`src/plwe_pkg.sv`:
```
// ----------------------------------------------------------------------------
// plwe_pkg
// Shared command and status types of the packet loss window estimator.
// ----------------------------------------------------------------------------
package plwe_pkg;

  localparam int unsigned TimeW   = 48;
  localparam int unsigned SeqW    = 16;
  localparam int unsigned SpanW   = 31;
  localparam int unsigned FracW   = 8;
  localparam int unsigned CfgIdxW = 2;
  localparam int unsigned CfgW    = 16;

  localparam logic [CfgIdxW-1:0] CfgWindow = 2'd0;
  localparam logic [CfgIdxW-1:0] CfgMaxEnt = 2'd1;
  localparam logic [CfgIdxW-1:0] CfgMinEnt = 2'd2;

  localparam logic CmdArrival = 1'b0;
  localparam logic CmdQuery   = 1'b1;

  typedef struct packed {
    logic load;
    logic k_clr;
    logic k_inc;
    logic k_dec;
    logic rd_k;
    logic rd_jm1;
    logic rd_head;
    logic drop;
    logic j_init;
    logic wr_j;
    logic wr_new;
    logic wr_time;
    logic span_load;
    logic div_step;
    logic out_load;
  } plwe_cmd_t;

  typedef struct packed {
    logic is_query;
    logic k_lt_cnt;
    logic rd_eq;
    logic rd_ge;
    logic full;
    logic k_nz;
    logic j_gt_k;
    logic cnt_nz;
    logic ev_cond;
    logic ok_query;
    logic div_last;
    logic out_busy;
  } plwe_sts_t;

endpackage

```
`src/plwe_ctrl.sv`:
```
// ----------------------------------------------------------------------------
// plwe_ctrl
// Sequencer: sorted search, shift insert, eviction walk and query divide.
// ----------------------------------------------------------------------------
module plwe_ctrl import plwe_pkg::*; (
  input  logic      clk_i,
  input  logic      rst_ni,
  input  logic      in_valid_i,
  output logic      in_ready_o,
  input  plwe_sts_t sts_i,
  output plwe_cmd_t cmd_o
);

  localparam logic [3:0] StIdle  = 4'd0;
  localparam logic [3:0] StSrd   = 4'd1;
  localparam logic [3:0] StScmp  = 4'd2;
  localparam logic [3:0] StIns   = 4'd3;
  localparam logic [3:0] StJinit = 4'd4;
  localparam logic [3:0] StShRd  = 4'd5;
  localparam logic [3:0] StShWr  = 4'd6;
  localparam logic [3:0] StEvRd  = 4'd7;
  localparam logic [3:0] StEvChk = 4'd8;
  localparam logic [3:0] StFin   = 4'd9;
  localparam logic [3:0] StSpan  = 4'd10;
  localparam logic [3:0] StDiv   = 4'd11;
  localparam logic [3:0] StOut   = 4'd12;

  logic [3:0] state_q, state_d;

  assign in_ready_o = (state_q == StIdle);

  always_comb begin
    state_d = state_q;
    cmd_o   = '0;
    unique case (state_q)
      StIdle: begin
        if (in_valid_i) begin
          cmd_o.load  = 1'b1;
          cmd_o.k_clr = 1'b1;
          state_d     = StSrd;
        end
      end
      StSrd: begin
        if (sts_i.is_query) begin
          state_d = StEvRd;
        end else if (sts_i.k_lt_cnt) begin
          cmd_o.rd_k = 1'b1;
          state_d    = StScmp;
        end else begin
          state_d = StIns;
        end
      end
      StScmp: begin
        if (sts_i.rd_eq) begin
          cmd_o.wr_time = 1'b1;
          state_d       = StEvRd;
        end else if (sts_i.rd_ge) begin
          state_d = StIns;
        end else begin
          cmd_o.k_inc = 1'b1;
          state_d     = StSrd;
        end
      end
      StIns: begin
        if (sts_i.full) begin
          cmd_o.drop  = 1'b1;
          cmd_o.k_dec = sts_i.k_nz;
        end
        state_d = StJinit;
      end
      StJinit: begin
        cmd_o.j_init = 1'b1;
        state_d      = StShRd;
      end
      StShRd: begin
        if (sts_i.j_gt_k) begin
          cmd_o.rd_jm1 = 1'b1;
          state_d      = StShWr;
        end else begin
          cmd_o.wr_new = 1'b1;
          state_d      = StEvRd;
        end
      end
      StShWr: begin
        cmd_o.wr_j = 1'b1;
        state_d    = StShRd;
      end
      StEvRd: begin
        if (sts_i.cnt_nz) begin
          cmd_o.rd_head = 1'b1;
          state_d       = StEvChk;
        end else begin
          state_d = StFin;
        end
      end
      StEvChk: begin
        if (sts_i.ev_cond) begin
          cmd_o.drop = 1'b1;
          state_d    = StEvRd;
        end else begin
          state_d = StFin;
        end
      end
      StFin: begin
        if (!sts_i.is_query) begin
          state_d = StIdle;
        end else if (!sts_i.ok_query) begin
          state_d = StOut;
        end else begin
          cmd_o.rd_head = 1'b1;
          state_d       = StSpan;
        end
      end
      StSpan: begin
        cmd_o.span_load = 1'b1;
        state_d         = StDiv;
      end
      StDiv: begin
        cmd_o.div_step = 1'b1;
        if (sts_i.div_last) begin
          state_d = StOut;
        end
      end
      StOut: begin
        if (!sts_i.out_busy) begin
          cmd_o.out_load = 1'b1;
          state_d        = StIdle;
        end
      end
      default: state_d = StIdle;
    endcase
  end

  always_ff @(posedge clk_i or negedge rst_ni) begin
    if (!rst_ni) begin
      state_q <= StIdle;
    end else begin
      state_q <= state_d;
    end
  end

endmodule

```
`config.mk`:
```
export PLATFORM = sky130hd
export DESIGN_NAME = plwe_ctrl
export DESIGN_NICKNAME = d
export VERILOG_FILES = /design/src/plwe_pkg.sv /design/src/plwe_ctrl.sv
export SDC_FILE = /design/constraint.sdc
export NUM_CORES = 1
export LEC_CHECK = 0
export ABC_CLOCK_PERIOD_IN_PS = 2400
export BUFFER_PORTS_ARGS = -buffer_cell sky130_fd_sc_hd__buf_2
export CAP_MARGIN = 20
export CORE_UTILIZATION = 30
export DETAILED_ROUTE_END_ITERATION = 8
export GPL_ROUTABILITY_DRIVEN = 1
export GPL_TIMING_DRIVEN = 0
export PLACE_DENSITY = 0.69
export SKIP_LAST_GASP = 1
export SLEW_MARGIN = 20
export SYNTH_ARGS = -nofsm -noshare
export SYNTH_HDL_FRONTEND = slang
export SYNTH_SLANG_ARGS = --single-unit
```
`constraint.sdc`:
```
create_clock -name clk_i -period 2.4 [get_ports clk_i]
set_clock_uncertainty 0.05 [all_clocks]
set_input_delay 0.36 -clock clk_i [delete_from_list [all_inputs] [get_ports clk_i]]
set_output_delay 0.36 -clock clk_i [all_outputs]
set_load 0.1 [all_outputs]
```
==> impl_metrics.tcl <==
set metrics [dict create \
    rsz0062_at_grt "false" \
    coreArea_um2 1730 \
    fin_tns_setup_ns 0 \
    reg.largest.list "state_q x4" \
    irDropWorstVdd_v 0.000700 \
    detail_route.wirelength_um 1590 \
    path_depth 6 \
    path_class "flop to output port" \
    dpl.hpwl_um 1250 \
    r2r-end "state_q[0]$_DFFE_PN0P_" \
    cp_slowest_cell "buf_2" \
    cp.required_ns 1.99 \
    finalPower_mw 1.22 \
    tritoncts "yes" \
    ys_seq_area_share_pct 18.0 \
    io_buffers 30 \
    slowest_delay_ns 0.44 \
    io_pins 31 \
    overflow 0 \
    htree_levels 1 \
    multi_input_area_um2 437 \
    register_area_um2 100 \
    antenna_found_initial 0 \
    grt_pass1_wl_um 2640 \
    crit_start "state_q[1]$_DFFE_PN0P_" \
    drt_iter0_drc 20 \
    die_area_um2 2030 \
    hp-class "input pin to asynchronous set/reset pin" \
    clkTransAtPathRegs_ns 0.04 \
    r2r_setup_slack_ns 0.96 \
    endpoint "cmd_o[0]" \
    syn-cell-area_um2 557 \
    die_w_um 45.1 \
    nets 129 \
    crit_buf_inv 3 \
    routed_via_density 5.05 \
    ys_ff_latch 4 \
    maxCapViolations 0 \
    slew_viol_final 0 \
    fin_crit_sh_pct 95.0 \
    worstSetupStartpointType "flop" \
    synthCells 78 \
    drtPass1Iterations 4 \
    layout_setup_ws_ns 0.121 \
    fill_cells 185 \
    synth_cell_types 32 \
    syn_area_per_cell_um2 7.14 \
    drive_above_1_share_pct 43.8 \
    cp.arrival_ns 1.87 \
    drcViolationCount 0 \
    setup_viol 0 \
    worst_skew_pair.late_latency_ns 0.24 \
    vias 692 \
    syn-num-nets 93 \
    row_count 15 \
    area_growth_pct 46.5 \
    yosysWarnings 0 \
    cts_buffers 3 \
    clock-root-buffer "clkbuf_4" \
    place_congestion 0.864 \
    cts_buffer_depth 2 \
    grt_max_degree 11 \
    reg2reg_depth 5 \
    p_per_area_nw_per_um2 1490 \
    grt_pass1_vias 618 \
    crit_fanout 10 \
    clkSinkCount 4 \
    cp_cell_sequence "buf_4, buf_2, nor2_1, nand2_1, nor3b_4, buf_2" \
    status "completed" \
    cellLeakagePower_nw 0.398 \
    min_period_ns 2.28 \
    worst_path_most_repeated_cell "buf_2" \
    relSlewSlack_pct 67.7 \
    wire_per_inst_um 11.6 \
    track_usage_pct 18.0 \
    worst_pin_slew_ns 0.488 \
    initial_core_util_pct 32.2 \
    reg2reg_from "state_q[3]$_DFFE_PN0P_" \
    path_delay_family "buffers and inverters" \
    fp.dieH_um 45.1 \
    largest_register_ffs 4 \
    pre_cts_ws_ns 0.304 \
    critPathCaptureType "output port" \
    hold_viol_final 0 \
    top_register "state_q" \
    ant_nets 0 \
    num_antenna_cells 0 \
    max_freq_ghz 0.439 \
]
[per-layer routing]
metal | global-route usage, % | up-vias | wire length, um | share of wire (%)
met5 | 0 | - | 0 | 0
met4 | 3.64 | 0 | 0 | 0
met3 | 3.60 | 0 | 120 | 7.5
met2 | 30.4 | 37 | 743 | 47
met1 | 23.5 | 307 | 726 | 46
li1 | - | 348 | - | -
[worst reg2reg max path, stage by stage, from the launching register on]
cell and delay (ns):
dfrtp_1 0.42, or2_1 0.25, buf_6 0.15, nor4_4 0.16, a21oi_1 0.07, a22o_1 0.23
[Yosys cell counts (all sizes together)]
cell | instances | area, um^2
a31oi | 1 | 6.26
o22ai | 1 | 6.26
nor4 | 2 | 27.5
nor2 | 10 | 37.5
nand3b | 1 | 7.51
nand2b | 3 | 18.8
o211ai | 1 | 7.51
and3 | 1 | 6.26
buf | 7 | 51.3
or2 | 1 | 6.26
o22a | 1 | 8.76
o21ai | 2 | 10.0
dfrtp | 4 | 100
inv | 3 | 11.3
a21oi | 2 | 10.0
or2b | 1 | 7.51
a22o | 1 | 8.76
and2 | 1 | 6.26
a2bb2oi | 2 | 17.5
nand2 | 8 | 30.0
a21o | 2 | 15.0
nor2b | 6 | 37.5
nor3b | 2 | 15.0
nand3 | 1 | 5.00
nor3 | 8 | 40.0
o21a | 1 | 7.51
o311ai | 2 | 25.0
o32ai | 3 | 26.3
[worst min path at each step]
| stage | start | to |
|---|---|---|
| after floorplan | rst_ni | state_q[0]$_DFFE_PN0P_ |
| final | rst_ni | state_q[3]$_DFFE_PN0P_ |
| after detailed placement | rst_ni | state_q[2]$_DFFE_PN0P_ |
| after global routing | rst_ni | state_q[3]$_DFFE_PN0P_ |
| after CTS | rst_ni | state_q[3]$_DFFE_PN0P_ |
| after global placement | rst_ni | state_q[1]$_DFFE_PN0P_ |
[cell type report]
class	count	share of cell area (%)
Sequential cell	4	12.3
Tap cell	25	3.83
Inverter	3	1.38
Multi-Input combinational cell	64	53.5
Buffer	7	6.29
Clock buffer	3	2.76
Timing Repair Buffer	31	19.9
[stage by stage]
stage               hold WS (ns)  cell area [um^2]  instances  util [%]
floorplan                 0.0144               599         78         -
global placement           0.113               781        133      45.2
detailed placement         0.121               781        133      45.2
CTS                        0.408               813        137      47.1
global route               0.432               816        137      47.2
finish                     0.410               816        137      47.2
[power breakdown]
part	internal (mW)	total (mW)	switching, mW
clock	0.0560	0.0843	0.0283
combinational	0.288	0.989	0.701
sequential	0.0998	0.145	0.0448
total	0.444	1.22	0.774
[kinds of logic after synthesis]
| family | after synthesis | synth area share (%) |
|---|---|---|
| simple gates | 45 | 44.0 |
| buf+inv | 10 | 11.2 |
| compound gates | 19 | 26.7 |
| flops | 4 | 18.0 |
[cell usage in the layout (no fill, tap or decap), types with 2 or more instances in the layout]
cell and count:
nand2b_1 3, a21o_1 2, a2bb2oi_1 2, o32ai_1 3
buf_2 31, clkbuf_4 4, nor3b_4 2, buf_4 4
nor2b_1 6, nor3_2 2, dfrtp_1 4, nor2_1 9
a21oi_1 2, inv_1 3, nand2_1 8, o21ai_0 2
nor3_1 6
[repair_timing]
| item | CTS | global route |
|---|---|---|
| setup buffers | 0 | 0 |
| resized for setup | 0 | 1 |
| endpoints found under the setup margin | 0 | 1 |
| hold buffers | 1 | 0 |
| hold endpoints to repair | 4 | 0 |
Power figures use the tool's default switching activity.
